## src/hw/rtl/epp_pkg.sv

```systemverilog
// Package for the elevation piecewise polynomial position unit.
// Holds widths, field codes, section bounds, sequencer states and the
// accumulator saturation helper. No dependencies.
package epp_pkg;

  // Table geometry
  localparam int SECTION_COUNT      = 5;
  localparam int TERM_COUNT_DEFAULT = 4;

  // Field widths
  localparam int ELEV_W     = 16;
  localparam int PROFILE_W  = 3;
  localparam int SEC_W      = 3;
  localparam int TERM_IDX_W = 2;
  localparam int COEF_W     = 32;
  localparam int POS_W      = 32;
  localparam int CFG_IDX_W  = 2;
  localparam int CFG_W      = 32;

  // Internal datapath widths
  localparam int EL_W       = 15;  // clamped elevation, Q7.8, always positive
  localparam int ACC_W      = 48;  // Horner accumulator, signed Q32.16
  localparam int HALF_W     = 24;  // accumulator split for the shared multiplier
  localparam int WIDE_W     = 60;  // headroom for sums before saturation
  localparam int MUL_A_W    = 25;
  localparam int MUL_B_W    = 33;
  localparam int MUL_P_W    = 58;
  localparam int POS_WIDE_W = 50;  // signed step value before the clamp

  // Input modes
  localparam logic MODE_EVAL = 1'b0;
  localparam logic MODE_LOAD = 1'b1;

  // Profiles; codes above PROFILE_PARK behave as park
  localparam logic [PROFILE_W-1:0] PROFILE_SHAPED          = 3'd0;
  localparam logic [PROFILE_W-1:0] PROFILE_SHAPED_FIXED    = 3'd1;
  localparam logic [PROFILE_W-1:0] PROFILE_PARABOLIC       = 3'd2;
  localparam logic [PROFILE_W-1:0] PROFILE_PARABOLIC_FIXED = 3'd3;
  localparam logic [PROFILE_W-1:0] PROFILE_PARK            = 3'd4;

  // Configuration register indexes
  localparam logic [CFG_IDX_W-1:0] CFG_PARABOLIC_OFFSET = 2'd0;
  localparam logic [CFG_IDX_W-1:0] CFG_MM_TO_STEP       = 2'd1;
  localparam logic [CFG_IDX_W-1:0] CFG_LOWER_LIMIT      = 2'd2;
  localparam logic [CFG_IDX_W-1:0] CFG_UPPER_LIMIT      = 2'd3;

  localparam logic [CFG_W-1:0] MM_TO_STEP_RESET = 32'd65536;

  // Elevations in Q7.8 degrees
  localparam logic [EL_W-1:0] EL_MIN   = 15'd3840;   // 15 deg
  localparam logic [EL_W-1:0] EL_MAX   = 15'd23040;  // 90 deg
  localparam logic [EL_W-1:0] EL_FIXED = 15'd11520;  // 45 deg

  // Section lower bounds, 15 deg apart; entry SECTION_COUNT is the top end
  localparam logic [SECTION_COUNT:0][EL_W-1:0] SECTION_BOUND = {
    15'd23040, 15'd19200, 15'd15360, 15'd11520, 15'd7680, 15'd3840
  };

  // Sequencer states
  typedef enum logic [3:0] {
    ST_IDLE,
    ST_INIT,
    ST_MHI,
    ST_MLO,
    ST_ADD,
    ST_OFFS,
    ST_ABS,
    ST_SLO,
    ST_SHI,
    ST_SSUM,
    ST_OUT
  } epp_state_e;

  // Saturate a wide signed value to the accumulator range
  function automatic logic signed [ACC_W-1:0] sat_acc(input logic signed [WIDE_W-1:0] v);
    logic signed [ACC_W-1:0] r;
    if (v[WIDE_W-1:ACC_W-1] == '0 || v[WIDE_W-1:ACC_W-1] == '1) begin
      r = v[ACC_W-1:0];
    end else if (v[WIDE_W-1]) begin
      r = {1'b1, {(ACC_W-1){1'b0}}};
    end else begin
      r = {1'b0, {(ACC_W-1){1'b1}}};
    end
    return r;
  endfunction

endpackage

```

## src/hw/rtl/epp_coef_table.sv

```systemverilog
// Coefficient table: one row of TERM_COUNT words per elevation section.
// Flip-flop storage, cleared at reset, one write and one read port. Depends on epp_pkg.
module epp_coef_table import epp_pkg::*; #(
  parameter int TERM_COUNT = TERM_COUNT_DEFAULT,
  localparam int DEPTH     = SECTION_COUNT * TERM_COUNT,
  localparam int AW        = $clog2(DEPTH)
) (
  input  logic                      clk_i,
  input  logic                      rst_ni,
  input  logic                      we_i,
  input  logic [AW-1:0]             waddr_i,
  input  logic signed [COEF_W-1:0]  wdata_i,
  input  logic [AW-1:0]             raddr_i,
  output logic signed [COEF_W-1:0]  rdata_o
);

  logic signed [COEF_W-1:0] coef_q [DEPTH];

  // Terms never loaded read as zero
  always_ff @(posedge clk_i or negedge rst_ni) begin
    if (!rst_ni) begin
      for (int i = 0; i < DEPTH; i++) begin
        coef_q[i] <= '0;
      end
    end else if (we_i) begin
      coef_q[waddr_i] <= wdata_i;
    end
  end

  assign rdata_o = coef_q[raddr_i];

endmodule

```

## config.mk

```make
export PLATFORM = sky130hd
export DESIGN_NAME = epp_coef_table
export DESIGN_NICKNAME = d
export VERILOG_FILES = /design/src/hw/rtl/epp_pkg.sv /design/src/hw/rtl/epp_coef_table.sv
export SDC_FILE = /design/constraint.sdc
export NUM_CORES = 1
export LEC_CHECK = 0
export BUFFER_PORTS_ARGS = -buffer_cell sky130_fd_sc_hd__buf_2
export CORE_MARGIN = 4
export CORE_UTILIZATION = 45
export DETAILED_ROUTE_END_ITERATION = 10
export GPL_ROUTABILITY_DRIVEN = 0
export GPL_TIMING_DRIVEN = 1
export SLEW_MARGIN = 20
export SYNTH_ARGS = -nofsm -noshare
export SYNTH_HDL_FRONTEND = slang
export SYNTH_SLANG_ARGS = --single-unit
```

## constraint.sdc

```tcl
create_clock -name clk_i -period 2.8 [get_ports clk_i]
set_input_delay 0.56 -clock clk_i [delete_from_list [all_inputs] [get_ports clk_i]]
set_output_delay 0.56 -clock clk_i [all_outputs]
set_load 0.01 [all_outputs]
```

==> impl_metrics.tcl <==
set metrics [dict create \
    synth_top_flop_cell "dfrtp_1" \
    yosysSeqAreaShare_pct 55.13 \
    first_pass_iters 5 \
    crit_path_start_kind "register" \
    yosys_warnings 0 \
    die_width_um 262.1 \
    routed_wl_um 76580 \
    rsz0062_at_grt "true" \
    grt.total_usage_pct 22.88 \
    critical_path_buf_inv_count 2 \
    die-area_um2 68680 \
    clkTransAtPathRegs_ns 0.06 \
    final_max_slew_viol_count 0 \
    slew_headroom_pct 46.05 \
    synth.avg_cell_area_um2 15.09 \
    ant_nets 0 \
    yosysUniqueCellTypes 25 \
    crit_chain "mux4_2 > mux2i_1 > buf_4 > o211ai_1 > buf_2" \
    syn_nets 1970 \
    grt_antenna_before_repair 6 \
    top_register "coef_q" \
    top_regs "coef_q: 640 flops" \
    power_leakage_nw 15.53 \
    tightestPinTransition_ns 0.8075 \
    final_cell_area_um2 33640 \
    grt_overflow 0 \
    max-vdd-ir-drop_v 0.0003720 \
    fin_tns_setup_ns 0 \
    core_um2 63540 \
    crit_cells 5 \
    grt_max_degree 103 \
    end_kind "primary output" \
    async_flop_share_pct 100.0 \
    drc 0 \
    worstHoldPathType "primary input to asynchronous set/reset pin" \
    setup_violations 0 \
    worstSetupPathType "register to primary output" \
    fin_ws_ns 0.01953 \
    cts.sinks 640 \
    p_per_area_nw_per_um2 748.5 \
    htree_levels 3 \
    cap_violations 0 \
    fin_worst_skew_ns 0 \
    p_total_mw 25.18 \
    path_delay_family "multiplexers" \
    port_buffers 76 \
    largest_register_ffs 640 \
    busiest_layer "met2" \
    layout_commonest_cell "dfrtp_1" \
    drive_above_1_share_pct 51.74 \
    clkLatencyLatePin_ns 0.59 \
    die_h_um 262.1 \
    fin_crit_ns 2.780 \
    grt_pass1_wl_um 117700 \
    dpl_worst_slack_ns 0.008132 \
    row_count 92 \
    viasPerCell 5.779 \
    required_ns 2.24 \
    vias 16870 \
    cts_tree "yes" \
    grt_util_met3_pct 4.028 \
    final_cell_mix "640 x dfrtp_1, 636 x mux2_2, 160 x mux2i_1" \
    fin_nets 2056 \
    grtUsageMet2_pct 36.68 \
    synth_edf_count 0 \
    grtUsageMet1_pct 32.62 \
    area_delta_synth_final_pct 15.82 \
    r2r_cells 1 \
    timing.final.crit_share_pct 99.30 \
    nFillCells 5298 \
    start_util_pct 45.72 \
    synth_cells 1925 \
    numCtsBuffers 71 \
    multiInputGateArea_um2 12290 \
    post_dp_cell_area_um2 31190 \
    wl_per_cell_um 26.24 \
    clock_path_buffers 3 \
    crit_fanout 2 \
    status "complete, no violations" \
    ioPinCount 77 \
    max_stage_delay_ns 0.48 \
    drtIter0Drc 1034 \
    hold_viol_final 0 \
    synth_seq_cells 640 \
    slowest_stage "mux4_2" \
    syn_area_um2 29050 \
    dp_hpwl_um 47580 \
    cp.arrival_ns 2.22 \
    grt_pass1_vias 18420 \
    cts_root_buf "clkbuf_16" \
    regArea_um2 16020 \
    fmax_mhz 359.7 \
]
synth_stat cells, types with 4 or more instances:
cell,number,share of area [%]
mux2i_1,160,5.5
buf_4,7,0.18
nand3_1,33,0.57
dfrtp_1,640,55
mux4_2,96,7.4
clkbuf_1,101,1.3
o211ai_1,32,0.83
mux2_2,636,25
buf_2,82,1.4
nand2_1,49,0.63
nor3b_1,5,0.13
mux2_1,4,0.16
a22oi_1,64,1.7
timing repair:
action / in CTS / in global routing
endpoints found under the hold margin: 38 / 0
hold buffers: 1 / 0
gates cloned: 0 / 1
buffers inserted: 0 / 3
resized for setup: 0 / 4
setup endpoints to repair: 1 / 6
report_power, final:
| group | internal [mW] | switching (mW) | total [mW] | leakage, nW |
|---|---|---|---|---|
| registers | 11.1 | 0.869 | 11.9 | 8.18 |
| logic | 2.36 | 1.58 | 3.94 | 6.19 |
| clock network | 5.61 | 3.71 | 9.32 | 1.16 |
| total | 19.0 | 6.16 | 25.2 | 15.5 |
final timing paths:
path,start,to,slack (ns)
min in group clk_i,wdata_i[13],coef_q[13],0.48
worst max-delay path,coef_q[403],rdata_o[19],0.02
worst min register to register,coef_q[199],coef_q[199],0.49
worst min-delay path,rst_ni,coef_q[552],0.47
worst max register to register,coef_q[295],coef_q[295],2.01
max in group asynchronous,rst_ni,coef_q[85],1.32
layer usage:
layer | vias to the layer above | share of wire (%)
li1 | 7297 | -
met1 | 9215 | 46
met2 | 260 | 48
met3 | 92 | 4.2
met4 | 4 | 1.9
met5 | - | 0.033
through the flow:
step	std cells	hold slack [ns]	utilization [%]
floorplan	1925	0.2644	-
global placement	2779	0.4685	49.09
detailed placement	2779	0.4754	49.09
CTS	2910	0.4518	52.82
global route	2915	0.4860	52.93
finish	2919	0.4655	52.95
logic make-up after synthesis:
group / count (synthesis) / share of synthesized area [%]
mux: 896 / 37.77
flops: 640 / 55.13
buf+inv: 191 / 2.912
simple gates: 102 / 1.710
compound gates: 96 / 2.481
area by class of cell:
class                   count  share of cell area (%)
flip-flops and latches    640                   47.60
multi-input cells        1094                   36.52
clock buffers             116                   6.601
repair buffers            203                   5.679
well taps                 846                   3.146
clock inverters            14                  0.3979
diodes                      5                 0.03719
inverters                   1                 0.01116
Power figures use the tool's default switching activity.
