### config.mk
export PLATFORM = sky130hd
export DESIGN_NAME = epp_mul
export DESIGN_NICKNAME = d
export VERILOG_FILES = /design/src/hw/rtl/epp_pkg.sv /design/src/hw/rtl/epp_mul.sv
export SDC_FILE = /design/constraint.sdc
export NUM_CORES = 2
export LEC_CHECK = 0
export ABC_AREA = 1
export BUFFER_PORTS_ARGS = -buffer_cell sky130_fd_sc_hd__buf_2
export CAP_MARGIN = 20
export CORE_MARGIN = 5
export CORE_UTILIZATION = 50
export DETAILED_ROUTE_END_ITERATION = 6
export HOLD_SLACK_MARGIN = 0.08
export MAX_ROUTING_LAYER = met4
export PLACE_DENSITY = 0.67
export SYNTH_ARGS = -nofsm -noshare
export SYNTH_HDL_FRONTEND = slang
export SYNTH_SLANG_ARGS = --single-unit
export TNS_END_PERCENT = 100
### constraint.sdc
create_clock -name clk_i -period 7.7 [get_ports clk_i]
set_clock_uncertainty 0.15 [all_clocks]
set_input_delay 0.77 -clock clk_i [delete_from_list [all_inputs] [get_ports clk_i]]
set_output_delay 0.77 -clock clk_i [all_outputs]
set_load 0.01 [all_outputs]
### src/hw/rtl/epp_pkg.sv
// Package for the elevation piecewise polynomial position unit.
// Holds widths, field codes, section bounds, sequencer states and the
// accumulator saturation helper. No dependencies.
package epp_pkg;

  // Table geometry
  localparam int SECTION_COUNT      = 5;
  localparam int TERM_COUNT_DEFAULT = 4;

  // Field widths
  localparam int ELEV_W     = 16;
  localparam int PROFILE_W  = 3;
  localparam int SEC_W      = 3;
  localparam int TERM_IDX_W = 2;
  localparam int COEF_W     = 32;
  localparam int POS_W      = 32;
  localparam int CFG_IDX_W  = 2;
  localparam int CFG_W      = 32;

  // Internal datapath widths
  localparam int EL_W       = 15;  // clamped elevation, Q7.8, always positive
  localparam int ACC_W      = 48;  // Horner accumulator, signed Q32.16
  localparam int HALF_W     = 24;  // accumulator split for the shared multiplier
  localparam int WIDE_W     = 60;  // headroom for sums before saturation
  localparam int MUL_A_W    = 25;
  localparam int MUL_B_W    = 33;
  localparam int MUL_P_W    = 58;
  localparam int POS_WIDE_W = 50;  // signed step value before the clamp

  // Input modes
  localparam logic MODE_EVAL = 1'b0;
  localparam logic MODE_LOAD = 1'b1;

  // Profiles; codes above PROFILE_PARK behave as park
  localparam logic [PROFILE_W-1:0] PROFILE_SHAPED          = 3'd0;
  localparam logic [PROFILE_W-1:0] PROFILE_SHAPED_FIXED    = 3'd1;
  localparam logic [PROFILE_W-1:0] PROFILE_PARABOLIC       = 3'd2;
  localparam logic [PROFILE_W-1:0] PROFILE_PARABOLIC_FIXED = 3'd3;
  localparam logic [PROFILE_W-1:0] PROFILE_PARK            = 3'd4;

  // Configuration register indexes
  localparam logic [CFG_IDX_W-1:0] CFG_PARABOLIC_OFFSET = 2'd0;
  localparam logic [CFG_IDX_W-1:0] CFG_MM_TO_STEP       = 2'd1;
  localparam logic [CFG_IDX_W-1:0] CFG_LOWER_LIMIT      = 2'd2;
  localparam logic [CFG_IDX_W-1:0] CFG_UPPER_LIMIT      = 2'd3;

  localparam logic [CFG_W-1:0] MM_TO_STEP_RESET = 32'd65536;

  // Elevations in Q7.8 degrees
  localparam logic [EL_W-1:0] EL_MIN   = 15'd3840;   // 15 deg
  localparam logic [EL_W-1:0] EL_MAX   = 15'd23040;  // 90 deg
  localparam logic [EL_W-1:0] EL_FIXED = 15'd11520;  // 45 deg

  // Section lower bounds, 15 deg apart; entry SECTION_COUNT is the top end
  localparam logic [SECTION_COUNT:0][EL_W-1:0] SECTION_BOUND = {
    15'd23040, 15'd19200, 15'd15360, 15'd11520, 15'd7680, 15'd3840
  };

  // Sequencer states
  typedef enum logic [3:0] {
    ST_IDLE,
    ST_INIT,
    ST_MHI,
    ST_MLO,
    ST_ADD,
    ST_OFFS,
    ST_ABS,
    ST_SLO,
    ST_SHI,
    ST_SSUM,
    ST_OUT
  } epp_state_e;

  // Saturate a wide signed value to the accumulator range
  function automatic logic signed [ACC_W-1:0] sat_acc(input logic signed [WIDE_W-1:0] v);
    logic signed [ACC_W-1:0] r;
    if (v[WIDE_W-1:ACC_W-1] == '0 || v[WIDE_W-1:ACC_W-1] == '1) begin
      r = v[ACC_W-1:0];
    end else if (v[WIDE_W-1]) begin
      r = {1'b1, {(ACC_W-1){1'b0}}};
    end else begin
      r = {1'b0, {(ACC_W-1){1'b1}}};
    end
    return r;
  endfunction

endpackage

### src/hw/rtl/epp_mul.sv
// Shared signed multiplier with a registered product.
// Used for both the Horner steps and the mm-to-step scaling. Depends on epp_pkg.
module epp_mul import epp_pkg::*; (
  input  logic                        clk_i,
  input  logic                        en_i,
  input  logic signed [MUL_A_W-1:0]   a_i,
  input  logic signed [MUL_B_W-1:0]   b_i,
  output logic signed [MUL_P_W-1:0]   p_o
);

  logic signed [MUL_P_W-1:0] p_q;

  // Product is registered and available in the cycle after the operands are issued
  always_ff @(posedge clk_i) begin
    if (en_i) begin
      p_q <= a_i * b_i;
    end
  end

  assign p_o = p_q;

endmodule

==> run_results.csv <==
group,metric,value,unit
timing,fin_crit,7.32,ns
synth,postSynthAreaPerCell,7.83,um2
clock_tree,cts.clk_slew.worst_paths,0.06,ns
cells_and_area,fin_cells,5137,
routing,wl_per_cell,17.9,um
critical_path,start_kind,"input pin",
clock_tree,cts_tree,"done",
clock_tree,htreeDepth,3,
synth,ys.flop_type,"edfxtp_1",
die,start_util,50.3,%
synth,synthCells,4215,
timing,whs,0.870,ns
die,coreArea,65600,um2
routing,drtAntennaViolNets,0,
die,die_h,267,um
cells_and_area,multiInputGateArea,25400,um2
min_path,worstHoldPathType,"input pin to flip-flop",
critical_path,crit_fanout,19,
synth,netlist_area,33000,um2
cells_and_area,filler_cell_count,6254,
routing,drt_iter0_markers,1844,
clock_tree,cts_buffers,9,
critical_path,slowest_stage,"fa_1",
routing,routed_wl,92200,um
outcome,status,"finished clean",
critical_path,crit_type,"input pin to flip-flop",
clock_tree,cts.sinks,58,
cells_and_area,register_area,1740,um2
synth,yosysWarnings,0,
timing,fmax,137,MHz
clock_tree,post_cts_buffers,0,
grt,grt.total_usage,27.9,%
die,num_io_pins,118,
place,detailed_place_hpwl,79400,um
synth,synth_seq_cells,58,
clock_tree,clk_path_buf_depth,2,
timing,setup_tns,0,ns
grt,grt_max_degree,59,
grt,grt_pass1_wl,152000,um
clock_tree,cts_root_buf,"clkbuf_16",
cells_and_area,drive_above_1_share,6.69,%
synth,ys_async_sr_fraction,0,%
critical_path,crit_required,7.62,ns
clock_tree,cts_hold_buf,0,
place,port_buffers,117,
die,fp.dieArea,71300,um2
grt,globalRouteOverflowTotal,0,
timing,setup_viol,0,
die,rows,94,
timing,hold_viol,0,
grt,antenna_found_initial,11,
routing,first_pass_iters,6,
critical_path,cp_common_cell,"fa_1",
timing,tightest_slew,0.862,ns
cells_and_area,syn_to_final_growth,7.08,%
critical_path,critPathTopFamily,"adder cells",
critical_path,cp.arrival,7.24,ns
grt,grt_pass1_vias,27900,
die,die_w,267,um
place,dp.cells,5109,
synth,ys_seq_area_share,5.27,%
critical_path,cp_cell_sequence,"buf_2 > nand2_1 > fa_1 > inv_1 > fa_1 > fa_1 > inv_1 > fa_1 > inv_1 > fa_1 > inv_1 > fa_1 > inv_1 > fa_1 > ha_1 > inv_1 > nor3_1 > nand2_1 > nor2_1 > nand3_1 > nand4_1 > nand2_1",
timing,max_slew_margin,42.5,%
timing,drv_slew,0,
critical_path,cpPeakStageDelay,0.77,ns
timing,grt_setup_unrepaired,"false",
routing,drcViolationCount,0,
critical_path,cp-end-kind,"flip-flop",
timing,finalCritPeriodShare,95.1,%
cells_and_area,nets,5315,
place,place.gp.congestion,0.983,
min_path,min-delay-start,"a_i[0]",
clock_tree,cts_resized,0,
critical_path,crit_buf_inv,7,
synth,syn-num-nets,5274,
routing,viasPerCell,4.95,
flow_run,drv_cap,0,
cells_and_area,largest_register_ffs,58,
critical_path,worstSetupStartpoint,"a_i[11]",
synth,yosysUniqueCellTypes,34,
synth,synth_edf_count,58,
routing,via_count,25400,
cells by family (layout without fill, tap and decap cells):
kind of cell | count (synthesis) | in the layout | synth area share, %
buffers and inverters | 1576 | 1622 | 17.9
xor gates and xnor gates | 36 | 36 | 0.955
other | 0 | 12 | 0
and+or+nand+nor | 1464 | 1464 | 17.5
DFF | 58 | 58 | 5.27
AOI/OAI and AO/OA | 82 | 82 | 1.35
adders and majority gates | 999 | 999 | 57.0
area by class of cell:
type	instances	area share (%)
Antenna cell	12	0.0849
Clock buffer	9	0.637
Clock inverter	7	0.354
Inverter	1378	14.6
Multi-Input combinational cell	2581	71.7
Sequential cell	58	4.93
Tap cell	864	3.06
Timing Repair Buffer	228	4.58
through the flow:
step | util, % | setup slack (ns) | instance area [um2]
floorplan | - | 0.530 | 33000
global placement | 53.3 | 0.0534 | 35000
detailed placement | 53.3 | 0.105 | 35000
CTS | 53.8 | 0.455 | 35300
global route | 53.9 | 0.142 | 35400
finish | 53.9 | 0.381 | 35400
layout by cell type, fill, tap and decap left out, types with 8 or more instances in the layout:
| master | n |
|---|---|
| inv_1 | 1374 |
| nand2_1 | 1218 |
| fa_1 | 842 |
| ha_1 | 157 |
| buf_2 | 117 |
| nor2_1 | 114 |
| buf_4 | 95 |
| nand3_1 | 62 |
| edfxtp_1 | 58 |
| a21oi_1 | 50 |
| xor2_1 | 31 |
| nand4_1 | 18 |
| o21ai_0 | 16 |
| buf_12 | 16 |
| diode_2 | 12 |
| nor2_2 | 12 |
| o21bai_1 | 11 |
| nor3_1 | 10 |
| clkbuf_16 | 9 |
| nand2_2 | 8 |
per-layer routing:
metal  up-vias  part of all wire [%]  track usage [%]
met5         -                     0                -
met4         0                   2.4             6.10
met3       140                   6.4             3.82
met2       866                    50             47.6
met1     12800                    41             36.0
li1      11600                     -                -
cells in the mapped netlist (4+ instances only):
library cell	instances	area, um2
nand4_1	18	113
nand2_2	8	50.1
clkbuf_1	194	728
buf_1	4	15.0
a21oi_1	50	250
ha_1	157	1960
nand2_1	1218	4570
fa_1	842	16900
o21ai_0	16	80.1
or2_2	7	43.8
o21bai_1	11	82.6
nand3_1	62	310
xnor2_1	5	43.8
nor2_4	4	45.0
nor2_2	12	75.1
nor3_1	10	50.1
xor2_1	31	272
nor2_1	114	428
edfxtp_1	58	1740
inv_1	1374	5160
tightest hold or removal path, stage by stage:
cell and delay (ns):
buf_2 0.26, nand2_1 0.12, inv_1 0.04
path summary, 6_finish.rpt:
path                  end  slack (ns)  cells past startpoint
setup / recovery  p_o[56]        0.38                     22
hold / removal     p_o[0]        0.87                      3
Power is left out: the tool's default activity adds up to more than one toggle a clock period on the data nets, which glitch-free logic cannot reach.
